--- src/rtl/core/lsp_pkg.sv ---
// ----------------------------------------------------------------------------
// lsp_pkg: shared types and codes for the LIFO stack with peek
// Operation codes, status codes and the control word driven into the cells.
// ----------------------------------------------------------------------------
package lsp_pkg;

  // operation codes carried on func
  localparam logic [2:0] FUNC_PUSH   = 3'd0;
  localparam logic [2:0] FUNC_POP    = 3'd1;
  localparam logic [2:0] FUNC_PEEK   = 3'd2;
  localparam logic [2:0] FUNC_TOP    = 3'd3;
  localparam logic [2:0] FUNC_BOTTOM = 3'd4;

  // status codes returned with each result word
  localparam logic [1:0] STAT_OK        = 2'd0;
  localparam logic [1:0] STAT_OVERFLOW  = 2'd1;
  localparam logic [1:0] STAT_UNDERFLOW = 2'd2;
  localparam logic [1:0] STAT_BAD_INDEX = 2'd3;

  // capacity register
  localparam int unsigned CAP_W = 7;
  localparam logic [CAP_W-1:0] CAP_RESET = 7'd64;

  // word width
  localparam int unsigned WORD_W = 32;

  // per-cycle command broadcast to every cell
  typedef struct packed {
    logic shift_dn;    // push: every entry moves one cell away from the top
    logic shift_up;    // pop: every entry moves one cell toward the top
    logic lane_load;   // copy entries into the read lane
    logic lane_shift;  // move the read lane one cell toward the top
  } cell_ctrl_t;

endpackage

--- src/rtl/core/lsp_ctrl.sv ---
// ----------------------------------------------------------------------------
// lsp_ctrl: stack controller
// Decodes commands, keeps the entry count, capacity and bottom word, steers
// the cell chain and registers one result word per command.
// ----------------------------------------------------------------------------
module lsp_ctrl #(
  parameter int unsigned DEPTH = 64
) (
  input  logic                               clk_i,
  input  logic                               rst_ni,
  input  logic                               start,
  output logic                               busy,
  input  logic [2:0]                         func_i,
  input  logic signed [lsp_pkg::WORD_W-1:0]  push_value_i,
  input  logic [6:0]                         peek_depth_i,
  input  logic                               cfg_valid_i,
  output logic                               cfg_ready_o,
  input  logic [lsp_pkg::CAP_W-1:0]          cfg_data_i,
  input  logic signed [lsp_pkg::WORD_W-1:0]  top_data_i,
  input  logic signed [lsp_pkg::WORD_W-1:0]  lane_top_i,
  output lsp_pkg::cell_ctrl_t                cell_ctrl_o,
  output logic                               result_valid_o,
  output logic signed [lsp_pkg::WORD_W-1:0]  read_data_o,
  output logic [1:0]                         status_o,
  output logic                               is_empty_o,
  output logic                               is_full_o
);

  localparam int unsigned CNT_W = $clog2(DEPTH + 1);
  localparam int unsigned CMP_W = (CNT_W > lsp_pkg::CAP_W) ? CNT_W : lsp_pkg::CAP_W;

  localparam logic ST_IDLE = 1'b0;
  localparam logic ST_PEEK = 1'b1;

  logic                              state_q, state_d;
  logic [CNT_W-1:0]                  count_q, count_d;
  logic [CNT_W-1:0]                  rem_q, rem_d;
  logic [lsp_pkg::CAP_W-1:0]         cap_q;
  logic signed [lsp_pkg::WORD_W-1:0] bottom_q, bottom_d;

  logic                              res_valid_q, res_valid_d;
  logic signed [lsp_pkg::WORD_W-1:0] res_data_q, res_data_d;
  logic [1:0]                        res_status_q, res_status_d;
  logic                              res_empty_q, res_empty_d;
  logic                              res_full_q, res_full_d;

  logic [CMP_W-1:0] cap_ext, depth_ext, eff_cap, count_ext, count_d_ext, peek_ext;
  logic             accept, full_now, empty_now, peek_ok;

  assign accept      = start && (state_q == ST_IDLE);
  assign busy        = (state_q != ST_IDLE);
  assign cfg_ready_o = 1'b1;

  // saturate capacity to the physical depth
  assign cap_ext   = CMP_W'(cap_q);
  assign depth_ext = CMP_W'(DEPTH);
  assign eff_cap   = (cap_ext > depth_ext) ? depth_ext : cap_ext;
  assign count_ext = CMP_W'(count_q);
  assign peek_ext  = CMP_W'(peek_depth_i);
  assign full_now  = (count_ext >= eff_cap);
  assign empty_now = (count_q == '0);
  assign peek_ok   = (peek_depth_i != '0) && (peek_ext <= count_ext);

  assign count_d_ext = CMP_W'(count_d);

  // decode the command and sequence the peek lane
  always_comb begin
    state_d      = state_q;
    count_d      = count_q;
    rem_d        = rem_q;
    bottom_d     = bottom_q;
    cell_ctrl_o  = '0;
    res_valid_d  = 1'b0;
    res_data_d   = '0;
    res_status_d = lsp_pkg::STAT_OK;

    case (state_q)
      ST_IDLE: begin
        if (accept) begin
          res_valid_d = 1'b1;
          case (func_i)
            lsp_pkg::FUNC_PUSH: begin
              if (full_now) begin
                res_status_d = lsp_pkg::STAT_OVERFLOW;
              end else begin
                cell_ctrl_o.shift_dn = 1'b1;
                count_d              = count_q + 1'b1;
                if (empty_now) begin
                  bottom_d = push_value_i;
                end
              end
            end
            lsp_pkg::FUNC_POP: begin
              if (empty_now) begin
                res_status_d = lsp_pkg::STAT_UNDERFLOW;
              end else begin
                cell_ctrl_o.shift_up = 1'b1;
                count_d              = count_q - 1'b1;
                res_data_d           = top_data_i;
              end
            end
            lsp_pkg::FUNC_PEEK: begin
              if (peek_ok) begin
                res_valid_d           = 1'b0;
                cell_ctrl_o.lane_load = 1'b1;
                rem_d                 = CNT_W'(peek_ext - 1'b1);
                state_d               = ST_PEEK;
              end else begin
                res_status_d = lsp_pkg::STAT_BAD_INDEX;
              end
            end
            lsp_pkg::FUNC_TOP: begin
              if (empty_now) begin
                res_status_d = lsp_pkg::STAT_UNDERFLOW;
              end else begin
                res_data_d = top_data_i;
              end
            end
            lsp_pkg::FUNC_BOTTOM: begin
              if (empty_now) begin
                res_status_d = lsp_pkg::STAT_UNDERFLOW;
              end else begin
                res_data_d = bottom_q;
              end
            end
            default: begin
              res_status_d = lsp_pkg::STAT_BAD_INDEX;
            end
          endcase
        end
      end
      ST_PEEK: begin
        // advance the lane until the wanted word sits in the top cell
        if (rem_q == '0) begin
          res_valid_d = 1'b1;
          res_data_d  = lane_top_i;
          state_d     = ST_IDLE;
        end else begin
          cell_ctrl_o.lane_shift = 1'b1;
          rem_d                  = rem_q - 1'b1;
        end
      end
      default: begin
        state_d = ST_IDLE;
      end
    endcase

    res_empty_d = (count_d == '0);
    res_full_d  = (count_d_ext >= eff_cap);
  end

  // control state
  always_ff @(posedge clk_i or negedge rst_ni) begin
    if (!rst_ni) begin
      state_q     <= ST_IDLE;
      count_q     <= '0;
      cap_q       <= lsp_pkg::CAP_RESET;
      res_valid_q <= 1'b0;
    end else begin
      state_q     <= state_d;
      count_q     <= count_d;
      res_valid_q <= res_valid_d;
      if (cfg_valid_i && cfg_ready_o) begin
        cap_q <= cfg_data_i;
      end
    end
  end

  // hold payload
  always_ff @(posedge clk_i) begin
    rem_q        <= rem_d;
    bottom_q     <= bottom_d;
    res_data_q   <= res_data_d;
    res_status_q <= res_status_d;
    res_empty_q  <= res_empty_d;
    res_full_q   <= res_full_d;
  end

  assign result_valid_o = res_valid_q;
  assign read_data_o    = res_data_q;
  assign status_o       = res_status_q;
  assign is_empty_o     = res_empty_q;
  assign is_full_o      = res_full_q;

  // no result while the lane is still moving
  a_peek_no_result: assert property (@(posedge clk_i) disable iff (!rst_ni)
    (state_q == ST_PEEK && rem_q != '0) |=> !res_valid_q)
    else $error("result raised during peek shifting");

  // every command other than a valid peek answers in the next cycle
  a_direct_result: assert property (@(posedge clk_i) disable iff (!rst_ni)
    (accept && !(func_i == lsp_pkg::FUNC_PEEK && peek_ok)) |=> res_valid_q)
    else $error("command produced no result");

  // count stays within the chain
  a_count_bound: assert property (@(posedge clk_i) disable iff (!rst_ni)
    count_ext <= depth_ext)
    else $error("entry count beyond depth");

  // a failed command returns zero data
  a_fail_zero: assert property (@(posedge clk_i) disable iff (!rst_ni)
    (res_valid_q && res_status_q != lsp_pkg::STAT_OK) |-> (res_data_q == '0))
    else $error("nonzero data on failed command");

  // a successful push adds one entry
  a_push_count: assert property (@(posedge clk_i) disable iff (!rst_ni)
    (accept && func_i == lsp_pkg::FUNC_PUSH && !full_now)
      |=> (count_q == $past(count_q) + 1'b1))
    else $error("push did not advance count");

endmodule

--- config.mk ---
export PLATFORM = sky130hd
export DESIGN_NAME = lsp_ctrl
export DESIGN_NICKNAME = d
export VERILOG_FILES = /design/src/rtl/core/lsp_pkg.sv /design/src/rtl/core/lsp_ctrl.sv
export SDC_FILE = /design/constraint.sdc
export NUM_CORES = 1
export LEC_CHECK = 0
export BUFFER_PORTS_ARGS = -buffer_cell sky130_fd_sc_hd__buf_2
export CORE_MARGIN = 3
export CORE_UTILIZATION = 45
export CTS_BUF_LIST = sky130_fd_sc_hd__clkbuf_16
export CTS_CLUSTER_DIAMETER = 200
export DETAILED_ROUTE_END_ITERATION = 10
export GPL_ROUTABILITY_DRIVEN = 0
export PLACE_DENSITY_LB_ADDON = 0.08
export SLEW_MARGIN = 20
export SYNTH_ARGS = -nofsm -noshare
export SYNTH_HDL_FRONTEND = slang
export SYNTH_SLANG_ARGS = --single-unit
--- constraint.sdc ---
create_clock -name clk_i -period 4.2 [get_ports clk_i]
set_clock_uncertainty 0.05 [all_clocks]
set_input_delay 0.42 -clock clk_i [delete_from_list [all_inputs] [get_ports clk_i]]
set_output_delay 0.42 -clock clk_i [all_outputs]
set_load 0.02 [all_outputs]
==> impl_metrics.toml <==
[sta]
fin_ws_ns = 0.738
finalMaxSlewViolations = 0
fmaxAchievable_mhz = 289
worstMarginPinSlew_ns = 0.684
setup_viol = 0
slew_headroom = 0.543
finalSetupTns_ns = 0
hold_viol = 0
min_period_ns = 3.46
fin_crit_sh = 0.824
rsz0062_at_grt = "no"

[cells_and_area]
final_common_cell = "buf_2"
num-nets-final = 699
fillers = 803
final_util = 0.597
stdcell_count = 691
antenna_cells = 0
drive_above_1_share = 0.358
mostFrequentLayoutCells = "158 x buf_2, 51 x nand2_1, 41 x o21ai_0, 39 x edfxtp_1, 36 x dfxtp_1"
area_delta_synth_final_pct = 27.7

[clocking]
cts_made_buffers = 9
cts_root_buf = "clkbuf_16"
cts.sinks = 91
clkLatencyLatePin_ns = 0.33
cts_resized = 0
cts_buffer_depth = 2
cts_setup_buffers = 0
cts_hold_buf = 1
cts_tree = "done"
htreeDepth = 3
cts.clk_slew.worst_paths_ns = 0.07

[drt]
vias = 3716
wl_um = 11400
dr.pass1.iters = 5
drtIter0Drc = 179
via_per_inst = 5.38
ant_nets = 0
drc = 0
wl_per_cell_um = 16.6

[critical_path]
crit_fanout = 7
endpoint_kind = "flip-flop"
critPathKind = "flip-flop to flip-flop"
arrival_ns = 3.63
cp_num_buf_inv = 2
critical_path_required_ns = 4.37
cp-start-kind = "flip-flop"
crit_slowest_cell = "dfstp_2"
cpPeakStageDelay_ns = 0.54
crit_family = "compound AO/OA/AOI/OAI gates"
path_cells = "inv_1, nand2_1, ha_1, a211o_1, o211ai_2, o311a_2, o21ai_2, a21o_1, xnor2_1, inv_1, ha_1, nand2b_1, a21oi_1, nor2b_1, o21ai_0, nand2b_1, a21oi_1, o21ai_0"

[power_and_ir_drop]
power_frac_comb = 0.326
ir_drop_mv = 0.248
switching_power_mw = 1.05
p_int_mw = 1.95
p_sw_frac = 0.351
clock_power_share = 0.270
p_leak_nw = 2.45
p_per_area_nw_per_um2 = 538
seqPwrFrac = 0.404

[run]
cap_violations = 0

[run_status]
outcome = "finished, final reports clean"

[floorplanning]
dieArea_sq_um = 10900
core_sq_um = 9330
placementRows = 35
initial_core_util = 0.468
die_x_um = 104
die_h_um = 104
io_pins = 160

[synthesis]
avgSynthCellArea_sq_um = 10.7
ys_ff_latch = 91
netlist_area_sq_um = 4360
ys_types = 62
synth-seq-area-share = 0.526
async_reset_ff_frac = 0.176
syn_inst = 407
ys_top_cells_by_area = "edfxtp_1 27%, dfxtp_1 17%, dfrtp_1 8.6%"
synth-edff-count = 39
ys_warn_count = 0
synth_ff_type = "edfxtp_1"
synth_nets = 549
yosys.area.top_type_share = 0.268
yosysTopAreaCell = "edfxtp_1"

[place]
dp_slack_ns = 0.753
dp_hpwl_um = 8570
place_inst = 674
io_buffers = 158

[hold_path]
holdCritPathClass = "input port to flip-flop"

[global_route]
grt_pass1_wl_um = 18400
antenna_found_initial = 1
grt_util_all_layers = 0.211
grt_overflow = 0
grt_max_degree = 34
grt_pass1_vias = 3726
-- metrics by stage --
step	total power, mW	area (sq um)	hold WS, ns
2_1_floorplan	1.91	4370	0.0744
3_3_place_gp	2.19	5250	0.315
3_5_place_dp	2.20	5260	0.316
4_1_cts	3.02	5570	0.192
5_1_grt	3.20	5570	0.190
6_report	3.00	5570	0.204
-- path summary, 6_finish.rpt --
kind	startpoint	to	slack, ns	cells past startpoint
worst max register to register	cap_ext[6]$_DFFE_PN1P_	is_full_o$_DFF_P_	0.74	18
max in group asynchronous	rst_ni	cap_ext[6]$_DFFE_PN1P_	3.27	2
worst min-delay path	push_value_i[20]	bottom_q[20]$_DFFE_PP_	0.20	1
worst max-delay path	cap_ext[6]$_DFFE_PN1P_	is_full_o$_DFF_P_	0.74	18
worst min register to register	cap_ext[0]$_DFFE_PN0P_	cap_ext[0]$_DFFE_PN0P_	0.45	1
min in group asynchronous	rst_ni	count_ext[2]$_DFF_PN0_	0.51	2
-- kinds of logic (layout without fill, tap and decap cells) --
family,Yosys count,in the layout,synth area share
XOR/XNOR,7,7,0.0141
flip-flops,91,91,0.526
buffers and inverters,39,194,0.0390
adder cells (fa/ha/maj),25,25,0.0717
other,1,1,0.000860
AND/OR/NAND/NOR,117,117,0.141
multiplexers,13,13,0.0315
AO/OA/AOI/OAI,114,114,0.176
-- power groups by stage --
stage,sequential [mW],combinational [mW],clock (mW)
finish,1.21,0.977,0.809
global route,1.23,1.11,0.864
CTS,1.21,0.979,0.828
detailed placement,1.23,0.973,0
global placement,1.23,0.961,0
floorplan,1.22,0.688,0
-- metal layers --
layer,track usage,part of all wire,routed length [um]
met1,0.254,0.39,4500
met3,0.0813,0.096,1100
met2,0.349,0.49,5580
met5,0,0.00079,9
met4,0.0684,0.022,249
-- registers in the layout, indices dropped and copies added (netlist names) --
name	cells
is_full_o	1
busy	1
bottom_q	32
status_o	2
count_ext	7
rem_q	7
is_empty_o	1
cap_ext	7
result_valid_o	1
read_data_o	32
-- worst register-to-register path, stage by stage, from the launching register on --
cell and delay, ns:
dfstp_2 0.54, inv_1 0.12, nand2_1 0.12, ha_1 0.24, a211o_1 0.27, o211ai_2 0.08, o311a_2 0.27, o21ai_2 0.08
a21o_1 0.18, xnor2_1 0.26, inv_1 0.08, ha_1 0.26, nand2b_1 0.14, a21oi_1 0.14, nor2b_1 0.06, o21ai_0 0.17
nand2b_1 0.07, a21oi_1 0.13, o21ai_0 0.09
-- layout make-up --
| type | count | area [sq um] | area share |
|---|---|---|---|
| clock inverters | 7 | 76.3 | 0.0137 |
| clock buffers | 9 | 225 | 0.0404 |
| inverters | 14 | 52.6 | 0.00943 |
| multi-input cells | 277 | 1920 | 0.345 |
| well taps | 129 | 161 | 0.0290 |
| repair buffers | 164 | 838 | 0.150 |
| flip-flops and latches | 91 | 2290 | 0.412 |
-- cells in the mapped netlist (10+ instances only) --
master,count
nand2_1,51
inv_1,14
nor3_1,11
dfxtp_1,36
nor2_1,14
a22oi_1,33
clkbuf_1,17
edfxtp_1,39
a21oi_1,10
ha_1,25
o21ai_0,41
dfrtp_1,15
No activity file was read; power rests on OpenSTA's default activity.
