[src/rtl/core/lsp_pkg.sv]
// ----------------------------------------------------------------------------
// lsp_pkg: shared types and codes for the LIFO stack with peek
// Operation codes, status codes and the control word driven into the cells.
// ----------------------------------------------------------------------------
package lsp_pkg;

  // operation codes carried on func
  localparam logic [2:0] FUNC_PUSH   = 3'd0;
  localparam logic [2:0] FUNC_POP    = 3'd1;
  localparam logic [2:0] FUNC_PEEK   = 3'd2;
  localparam logic [2:0] FUNC_TOP    = 3'd3;
  localparam logic [2:0] FUNC_BOTTOM = 3'd4;

  // status codes returned with each result word
  localparam logic [1:0] STAT_OK        = 2'd0;
  localparam logic [1:0] STAT_OVERFLOW  = 2'd1;
  localparam logic [1:0] STAT_UNDERFLOW = 2'd2;
  localparam logic [1:0] STAT_BAD_INDEX = 2'd3;

  // capacity register
  localparam int unsigned CAP_W = 7;
  localparam logic [CAP_W-1:0] CAP_RESET = 7'd64;

  // word width
  localparam int unsigned WORD_W = 32;

  // per-cycle command broadcast to every cell
  typedef struct packed {
    logic shift_dn;    // push: every entry moves one cell away from the top
    logic shift_up;    // pop: every entry moves one cell toward the top
    logic lane_load;   // copy entries into the read lane
    logic lane_shift;  // move the read lane one cell toward the top
  } cell_ctrl_t;

endpackage

[src/rtl/core/lsp_cell.sv]
// ----------------------------------------------------------------------------
// lsp_cell: one stack position
// Holds one entry and one read-lane word; trades both with its neighbors.
// ----------------------------------------------------------------------------
module lsp_cell (
  input  logic                                 clk_i,
  input  lsp_pkg::cell_ctrl_t                  ctrl_i,
  input  logic signed [lsp_pkg::WORD_W-1:0]    prev_data_i,
  input  logic signed [lsp_pkg::WORD_W-1:0]    next_data_i,
  input  logic signed [lsp_pkg::WORD_W-1:0]    next_lane_i,
  output logic signed [lsp_pkg::WORD_W-1:0]    data_o,
  output logic signed [lsp_pkg::WORD_W-1:0]    lane_o
);

  logic signed [lsp_pkg::WORD_W-1:0] entry_q, entry_d;
  logic signed [lsp_pkg::WORD_W-1:0] lane_q, lane_d;

  // take the word from the upper neighbor on push, the lower one on pop
  always_comb begin
    entry_d = entry_q;
    if (ctrl_i.shift_dn) begin
      entry_d = prev_data_i;
    end else if (ctrl_i.shift_up) begin
      entry_d = next_data_i;
    end
  end

  // load the lane from the entry, or advance it toward the top
  always_comb begin
    lane_d = lane_q;
    if (ctrl_i.lane_load) begin
      lane_d = entry_q;
    end else if (ctrl_i.lane_shift) begin
      lane_d = next_lane_i;
    end
  end

  always_ff @(posedge clk_i) begin
    entry_q <= entry_d;
    lane_q  <= lane_d;
  end

  assign data_o = entry_q;
  assign lane_o = lane_q;

endmodule

[config.mk]
export PLATFORM = sky130hd
export DESIGN_NAME = lsp_cell
export DESIGN_NICKNAME = d
export VERILOG_FILES = /design/src/rtl/core/lsp_pkg.sv /design/src/rtl/core/lsp_cell.sv
export SDC_FILE = /design/constraint.sdc
export NUM_CORES = 1
export LEC_CHECK = 0
export CORE_MARGIN = 2
export CORE_UTILIZATION = 50
export DETAILED_ROUTE_END_ITERATION = 8
export DONT_BUFFER_PORTS = 1
export HOLD_SLACK_MARGIN = 0.02
export SYNTH_ARGS = -nofsm -noshare
export SYNTH_HDL_FRONTEND = slang
export SYNTH_SLANG_ARGS = --single-unit
[constraint.sdc]
create_clock -name clk_i -period 1.95 [get_ports clk_i]
set_input_delay 0.39 -clock clk_i [delete_from_list [all_inputs] [get_ports clk_i]]
set_output_delay 0.39 -clock clk_i [all_outputs]
set_load 0.005 [all_outputs]
==> metrics.md, run 1 <==
| Metric | Value |
|---|---|
| F_max | 0.871 GHz |
| CP Class | flip-flop to primary output |
| Placed Cells incl. Taps | 209 |
| Maximum vdd drop | 0.434 mV |
| HP Class | input port to flip-flop |
| Final setup TNS | 0 ps |
| Detailed placement HPWL | 4040 um |
| Worst-path clk slew | 70 ps |
| P_int | 2.59 mW |
| Synthesized instance count | 138 |
| Total grt overflow | 0 |
| H-tree lvl count | 3 |
| Gate power share | 0.074 |
| Clk sinks | 64 |
| Routed len/inst | 23.4 um |
| Core ar. | 5890 um2 |
| TritonCTS buffer count | 9 |
| Post_cts resized | 0 |
| RSZ-0062 raised after global routing | no |
| DRT Pass-1 Iters | 3 |
| Critical Path AT | 760 ps |
| Initial antenna violation count | 0 |
| YS warnings | 0 |
| # diodes | 0 |
| Die Ht | 81.7 um |
| Post-CTS Hold Fix Bufs | 0 |
| Vias | 1263 |
| Die span in x | 81.7 um |
| Seq/Total Area, Yosys | 0.637 |
| Vias in the first global route | 1324 |
| Max Transition Viols Final | 0 |
| Initial drt markers | 41 |
| Area Growth Syn to Fin | 6.02% |
| Max-cap violations | 0 |
| Period utilisation layout | 0.588 |
| Clk_skew | 3.19 ps |
| Global-route wire length before repair | 6730 um |
| Power Total | 3.21 mW |
| Sequential power share | 0.565 |
| Tot GR Track Use | 0.148 |
| Pwr dens | 1000 nW/um2 |
| Post-Route WL | 5250 um |
| Synth Cell Area | 3020 um2 |
| Maximum clock path buffer count | 2 |
| Required @ worst endpoint | 1560 ps |
| Slew Limit Headroom | 0.840 |
| Setup bufs post-CTS | 0 |
| Fin nets | 246 |
| Library cells used by synthesis | 6 |
| Final non-filler cell total | 224 |
| Setup Viol. Count Final | 0 |
| CP Capture Type | primary output |
| Port bufs | 0 |
| DRC | 0 |
| Leakage | 1.27 nW |
| I/O pins | 165 |
| DIE AREA | 6670 um2 |
| Layout cells sized above 1 | 0.537 |
| TritonCTS clock tree | yes |
| Clk_lat worst skew | 320 ps |
| GP Congestion | 0.622 |
| Final hold vios | 0 |
| Yosys reg bits | 64 |
| Switch share | 0.193 |
| Final cell utilization of the core | 0.543 |
| Outcome | completed |
| Worst Tran Pin Value | 239 ps |
| Clk root buf | clkbuf_8 |
| Most frequent cells in the layout | edfxtp_1, mux2_4, clkbuf_8, mux2_2, buf_4 |
| Largest net degree at the start of global routing | 34 |
| Syn avg cell area | 21.9 um2 |
| Clock power share | 0.361 |
| Final ANT Viol Nets | 0 |
| Fin crit period | 1150 ps |
| Initial core utilization | 0.512 |
| Post-synth net total | 239 |
| Crit Path Max Fanout | 2 |
| Net Switching | 619 uW |
| Startpoint types | flip-flop |
| Via density | 5.64 |
| Row cnt | 28 |
| Most common cell after layout, fill and taps aside | edfxtp_1 |
-- Yosys cell counts (all sizes together) --
cell type | n | area (um2)
edfxtp | 64 | 1920
or2 | 2 | 12.5
mux2 | 64 | 938
buf | 8 | 143
-- stage by stage --
step	setup slack [ps]	area, um2	hold WS [ps]
floorplan	147	3020	577
global placement	844	3000	604
detailed placement	831	3000	599
CTS	770	3200	255
global route	751	3200	250
finish	802	3200	277
-- power groups by stage --
stage	Combinational (mW)	Sequential, mW	Clock (mW)
2_1_floorplan	0.269	1.80	0
3_3_place_gp	0.232	1.84	0
3_5_place_dp	0.242	1.85	0
4_1_cts	0.243	1.82	1.19
5_1_grt	0.252	1.83	1.25
6_report	0.238	1.81	1.16
-- state kept, by name, summed over array words and instances (netlist names) --
register  count
data_o       32
lane_o       32
-- logic make-up (layout without fill, tap and decap cells) --
group / after synthesis / in the layout / share of synthesized area
buf+inv: 8 / 19 / 0.0473
flops: 64 / 64 / 0.637
mux: 64 / 64 / 0.311
simple gates: 2 / 2 / 0.00415
-- final timing paths --
| path | start | end | slack (ps) | depth (start not counted) |
|---|---|---|---|---|
| setup reg to reg | data_o[1] | lane_o[1] | 980 | 1 |
| setup / recovery | data_o[23] | data_o[23] | 800 | 0 |
| hold / removal | prev_data_i[20] | data_o[20] | 280 | 1 |
| hold reg to reg | data_o[20] | lane_o[20] | 610 | 1 |
-- cell type report --
cell class,instances,area [um2]
clock buffer,10,128
clock inverter,5,72.6
fill,493,2690
multi-input combinational,66,951
sequential,64,1920
tap,75,93.8
timing repair buffer,4,30.0
-- per-layer routing --
metal  vias up  routed length, um  GRT usage
met5         -                  0          0
met4         0                 86     0.0750
met3         8                694     0.0857
met2       107               2600      0.235
met1       596               1870      0.156
li1        552                  -          -
Power figures use the tool's default switching activity.
==> run 2: changes to the inputs <==
--- a/config.mk
+++ b/config.mk
@@ -5,11 +5,13 @@
 export SDC_FILE = /design/constraint.sdc
 export NUM_CORES = 1
 export LEC_CHECK = 0
+export ABC_AREA = 1
 export CORE_MARGIN = 2
 export CORE_UTILIZATION = 50
 export DETAILED_ROUTE_END_ITERATION = 8
 export DONT_BUFFER_PORTS = 1
 export HOLD_SLACK_MARGIN = 0.02
+export PLACE_DENSITY = 0.68
 export SYNTH_ARGS = -nofsm -noshare
 export SYNTH_HDL_FRONTEND = slang
 export SYNTH_SLANG_ARGS = --single-unit
==> constraint.sdc (replaced) <==
create_clock -name clk_i -period 1 [get_ports clk_i]
set_input_delay 0.2 -clock clk_i [delete_from_list [all_inputs] [get_ports clk_i]]
set_output_delay 0.2 -clock clk_i [all_outputs]
set_load 0.005 [all_outputs]
==> run 2 against run 1 <==
Against the previous run: non-clock buffer count fell by 4; power rose by 84%; sequential share of layout area is 4.0 points higher; sequential power is 94% higher; critical path depth stayed put; core utilization down 0.18 points; register-to-register slack worse by 810 ps; critical endpoint is now data_o[0].
==> metrics.md, run 2 <==
| Metric | Value |
|---|---|
| Initial drt markers | 79 (+93%) |
| YS warnings | 0 (unchanged) |
| Pwr dens | 1970 nW/um2 (+96%) |
| RSZ-0062 raised after global routing | no |
| Post-synth top area cell | edfxtp_1 |
| H-tree lvl count | 3 (unchanged) |
| Dominant synthesized flop cell | edfxtp_1 |
| Slew Limit Headroom | 0.690 (-0.151) |
| Count leader, synth | nand2_1 |
| HP Class | input port to flip-flop |
| Max-cap violations | 0 (unchanged) |
| Layout cells sized above 1 | 0.130 (-0.406) |
| Fin nets | 372 (+51%) |
| Seq/Total Area, Yosys | 0.665 (+0.0276) |
| GP Congestion | 0.776 (+25%) |
| I/O pins | 165 (unchanged) |
| Post-Route WL | 5710 um (+8.9%) |
| Maximum vdd drop | 1.22 mV (+180%) |
| TritonCTS clock tree | yes |
| Period utilisation layout | 0.965 |
| Die Ht | 80.0 um (-2.0%) |
| Global-route wire length before repair | 8580 um (+27%) |
| Number of flops mapped to enable cells by yosys | 64 (unchanged) |
| DRT Pass-1 Iters | 4 (+1) |
| Top cell type's share of synthesized area | 0.665 (+0.0276) |
| Clk sinks | 64 (unchanged) |
| Setup Viol. Count Final | 0 (unchanged) |
| Async set-reset flop share out of synthesis | 0 (unchanged) |
| TritonCTS buffer count | 9 (unchanged) |
| Vias in the first global route | 1705 (+29%) |
| F_max | 1.04 GHz |
| Leakage | 1.34 nW (+5.2%) |
| CP Class | flip-flop to primary output |
| Worst-path clk slew | 70 ps (about the same) |
| Port bufs | 0 (unchanged) |
| Most common cell after layout, fill and taps aside | nand2_1 |
| Post_cts resized | 0 (unchanged) |
| Main area contributors after synthesis | edfxtp_1, nand2_1, nand2_2 |
| Clk_lat worst skew | 320 ps (about the same) |
| CP Capture Type | primary output |
| Setup bufs post-CTS | 0 (unchanged) |
| Power Total | 5.90 mW (+84%) |
| Final ANT Viol Nets | 0 (unchanged) |
| Clk_skew | 7.12 ps (+3.93 ps) |
| Core ar. | 5540 um2 (-5.9%) |
| Total grt overflow | 0 (unchanged) |
| Fin crit period | 965 ps |
| Required @ worst endpoint | 800 ps (-760 ps) |
| Startpoint types | flip-flop |
| Syn avg cell area | 10.5 um2 (-52%) |
| Initial antenna violation count | 0 (unchanged) |
| Via density | 5.12 (-9.2%) |
| Post-synth net total | 375 (+57%) |
| Area Growth Syn to Fin | 3.77% |
| Row cnt | 27 (-3.6%) |
| Critical Path AT | 770 ps (about the same) |
| Synth top cells by count | nand2_1, edfxtp_1, nand2_2 |
| Final hold vios | 0 (unchanged) |
| Clk root buf | clkbuf_8 |
| Maximum clock path buffer count | 2 (unchanged) |
| Final setup TNS | 0 ps (unchanged) |
| Detailed placement HPWL | 3850 um (-4.8%) |
| DRC | 0 (unchanged) |
| Post-CTS Hold Fix Bufs | 0 (unchanged) |
| Tot GR Track Use | 0.185 (+0.0371) |
| Yosys reg bits | 64 (unchanged) |
| # diodes | 0 (unchanged) |
| Initial core utilization | 0.522 (+0.00935) |
| Most frequent cells in the layout | nand2_1, edfxtp_1, nand2_2, clkbuf_8 |
| Synth Cell Area | 2890 um2 (-4.1%) |
| Routed len/inst | 16.4 um (-30%) |
| DIE AREA | 6400 um2 (-4.0%) |
| Outcome | completed |
| Vias | 1781 (+41%) |
| Largest net degree at the start of global routing | 35 (+2.9%) |
| Die span in x | 80.0 um (-2.0%) |
| Library cells used by synthesis | 11 (+5) |
| Max Transition Viols Final | 0 (unchanged) |
| Synthesized instance count | 274 (+99%) |
| Worst Tran Pin Value | 465 ps (+226 ps) |
| Crit Path Max Fanout | 2 (unchanged) |
-- run 2: changes by cell type after synthesis, sizes merged --
| cell | change |
|---|---|
| inv | +2 |
| buf | +5 |
| clkbuf | +1 |
| nand2 | +192 |
| mux2 | -64 |
-- run 2: routing by layer --
layer | vias up | part of all wire | GRT usage
met1 | 787 | 0.39 | 0.218
met4 | 0 | 0.034 | 0.124
met2 | 107 | 0.48 | 0.283
met5 | - | 0 | 0
met3 | 17 | 0.091 | 0.0656
li1 | 870 | - | -
-- run 2: area by class of cell --
cell class | count | area [um2]
sequential | 64 | 1920
inverter | 2 | 20.0
clock buffer | 11 | 131
tap | 72 | 90.1
fill | 466 | 2540
clock inverter | 5 | 47.5
multi-input combinational | 194 | 788
-- run 2: cells by family after synthesis --
family / share of synthesized area
buffers and inverters: 0.0641
DFF: 0.665
and+or+nand+nor: 0.271
-- run 2: through the flow --
stage                     hold slack (ps)  std cells  setup slack (ps)  cell area, um2  utilization
after global routing                 31.4        348              2.54            3000        0.541
final                                47.2        348              35.0            3000        0.541
after global placement                376        332              26.6            2820        0.509
after floorplan                       373        274              2.21            2900            -
after CTS                            22.5        348              17.0            3000        0.541
after detailed placement              380        332              10.8            2820        0.509
-- run 2: final timing paths --
path,start,to,slack (ps),depth (start not counted)
worst max register to register,data_o[0],lane_o[0],170,2
worst min register to register,data_o[5],lane_o[5],580,2
worst max-delay path,data_o[0],data_o[0],30,0
worst min-delay path,next_lane_i[17],lane_o[17],50,2
-- run 2: report_power, final --
part	leakage, nW	internal, mW	switching [mW]
clock network	0.0922	1.13	0.921
registers	0.662	3.32	0.196
logic	0.586	0.124	0.218
==> run 3: changes to the inputs <==
--- a/config.mk
+++ b/config.mk
@@ -5,7 +5,6 @@
 export SDC_FILE = /design/constraint.sdc
 export NUM_CORES = 1
 export LEC_CHECK = 0
-export ABC_AREA = 1
 export CORE_MARGIN = 2
 export CORE_UTILIZATION = 50
 export DETAILED_ROUTE_END_ITERATION = 8
==> run 3 against run 2 <==
Against the previous run: the flow now finishes with violations (setup timing); critical endpoint is now data_o[3]; critical path depth rose by 1; flip-flop and latch count stayed put; worst hold slack better by 34 ps; critical path type unchanged.
==> metrics.md, run 3 (synthesis results as in run 1) <==
| Metric | Value |
|---|---|
| Period utilisation layout | 1.10 (+0.131) |
| Detailed placement HPWL | 4000 um (+4.0%) |
| # diodes | 0 (unchanged) |
| Max-cap violations | 0 (unchanged) |
| DP Worst Slack | 62.4 ps (+51.6 ps) |
| CP Capture Type | primary output |
| Initial drt markers | 60 (-24%) |
| Most common cell after layout, fill and taps aside | edfxtp_1 |
| DRT Pass-1 Iters | 3 (-1) |
| Largest net degree at the start of global routing | 34 (-2.9%) |
| Slew Limit Headroom | 0.906 (+0.216) |
| Critical Path AT | 900 ps (+130 ps) |
| Fin crit period | 1100 ps (+131 ps) |
| HP Class | input port to flip-flop |
| Die span in x | 81.7 um (+2.0%) |
| Post-Route WL | 5650 um (-1.1%) |
| Core ar. | 5890 um2 (+6.2%) |
| Bufs and invs on worst path | 1 |
| Maximum vdd drop | 1.02 mV (-16%) |
| Tot GR Track Use | 0.167 (-0.0181) |
| TritonCTS buffer count | 9 (unchanged) |
| Initial antenna violation count | 0 (unchanged) |
| CP peak stage delay | 430 ps |
| Power Total | 6.41 mW (+8.6%) |
| Vias | 1427 (-20%) |
| Layout cells sized above 1 | 0.651 (+0.520) |
| Max Transition Viols Final | 0 (unchanged) |
| TritonCTS clock tree | yes |
| Fin nets | 285 (-23%) |
| RSZ-0062 raised after global routing | yes |
| Total grt overflow | 0 (unchanged) |
| Crit path cell chain | buf_6 |
| Pwr dens | 1770 nW/um2 (-9.9%) |
| Final setup margin | -96.0 ps (-131 ps) |
| DRC | 0 (unchanged) |
| Row cnt | 28 (+3.7%) |
| Area Growth Syn to Fin | 19.9% |
| Final hold vios | 0 (unchanged) |
| Maximum clock path buffer count | 2 (unchanged) |
| Final ANT Viol Nets | 0 (unchanged) |
| Final non-filler cell total | 264 (-24%) |
| Top cell family by delay on the critical path | flip-flops |
| Clk_lat worst skew | 330 ps (about the same) |
| Crit Path Max Fanout | 2 (unchanged) |
| Die Ht | 81.7 um (+2.0%) |
| H-tree lvl count | 3 (unchanged) |
| CP max stage cell | edfxtp_1 |
| Via density | 5.41 (+5.6%) |
| Initial core utilization | 0.512 (-0.00935) |
| Clk_skew | 11.5 ps (+4.39 ps) |
| Clk sinks | 64 (unchanged) |
| DIE AREA | 6670 um2 (+4.1%) |
| Placed Cells incl. Taps | 237 (-29%) |
| Leakage | 1.50 nW (+12%) |
| I/O pins | 165 (unchanged) |
| Global-route wire length before repair | 7890 um (-8.1%) |
| GP Congestion | 0.668 (-14%) |
| Routed len/inst | 21.4 um (+30%) |
| FF-to-FF setup slack | -80 ps (-250 ps) |
| Required @ worst endpoint | 800 ps (about the same) |
| Clk root buf | clkbuf_8 |
| Startpoint types | flip-flop |
| Vias in the first global route | 1515 (-11%) |
| Most frequent cells in the layout | edfxtp_1, mux2_4, buf_6, buf_4, clkbuf_8 |
| Worst Tran Pin Value | 141 ps (-324 ps) |
| F_max | 0.912 GHz (-12%) |
| Setup Viol. Count Final | 39 (+39) |
| CP Class | flip-flop to primary output |
| Outcome | finished with violations |
| Port bufs | 0 (unchanged) |
| Worst-path clk slew | 80 ps (about the same) |
| Failing checks | setup timing |
## run 3: changes by cell type in the layout (fill, tap and decap cells not counted), sizes merged
| cell | previous run | this run |
|---|---|---|
| clkinvlp | 0 | 2 |
| clkbuf | 11 | 9 |
| mux2 | 0 | 64 |
| inv | 2 | 0 |
| nand2 | 192 | 0 |
| buf | 0 | 43 |
## run 3: layout make-up
type	instances	area, um2
tap	75	93.8
multi-input combinational	66	956
fill	431	2270
timing repair buffer	43	458
sequential	64	1920
clock buffer	9	124
clock inverter	7	62.6
## run 3: metrics by stage
stage          hold WS [ps]   util  setup TNS [ps]  area, um2
3_3_place_gp            418  0.552               0       3250
6_report               81.6  0.614           -2630       3620
4_1_cts                64.1  0.598           -2890       3520
2_1_floorplan           417      -           -6380       3040
5_1_grt                56.2  0.614           -4230       3620
3_5_place_dp            420  0.552               0       3250
## run 3: worst paths after layout
| check | to | cells after the start | start |
|---|---|---|---|
| max reg2reg | lane_o[25] | 2 | data_o[25] |
| min reg2reg | lane_o[26] | 1 | data_o[26] |
| min | data_o[14] | 1 | prev_data_i[14] |
| max | data_o[3] | 1 | data_o[3] |
## run 3: per-layer routing
metal / up-vias / part of all wire / track usage
li1: 633 / - / -
met1: 692 / 0.37 / 0.180
met2: 95 / 0.53 / 0.283
met3: 7 / 0.088 / 0.0615
met4: 0 / 0.014 / 0.0950
met5: - / 0 / 0
## run 3: where the power goes
part           switching, mW  internal [mW]  leakage, nW
Sequential             0.190           3.32        0.652
Combinational          0.200          0.633        0.761
Clock                  0.943           1.12       0.0901
Total                   1.33           5.08         1.50
## run 3: what timing repair did
action / 4_1_cts / 5_1_grt
hold buffers: 0 / 0
pin swaps: 0 / 0
buffers inserted: 10 / 1
resized for setup: 2 / 24
setup endpoints to repair: 28 / 38
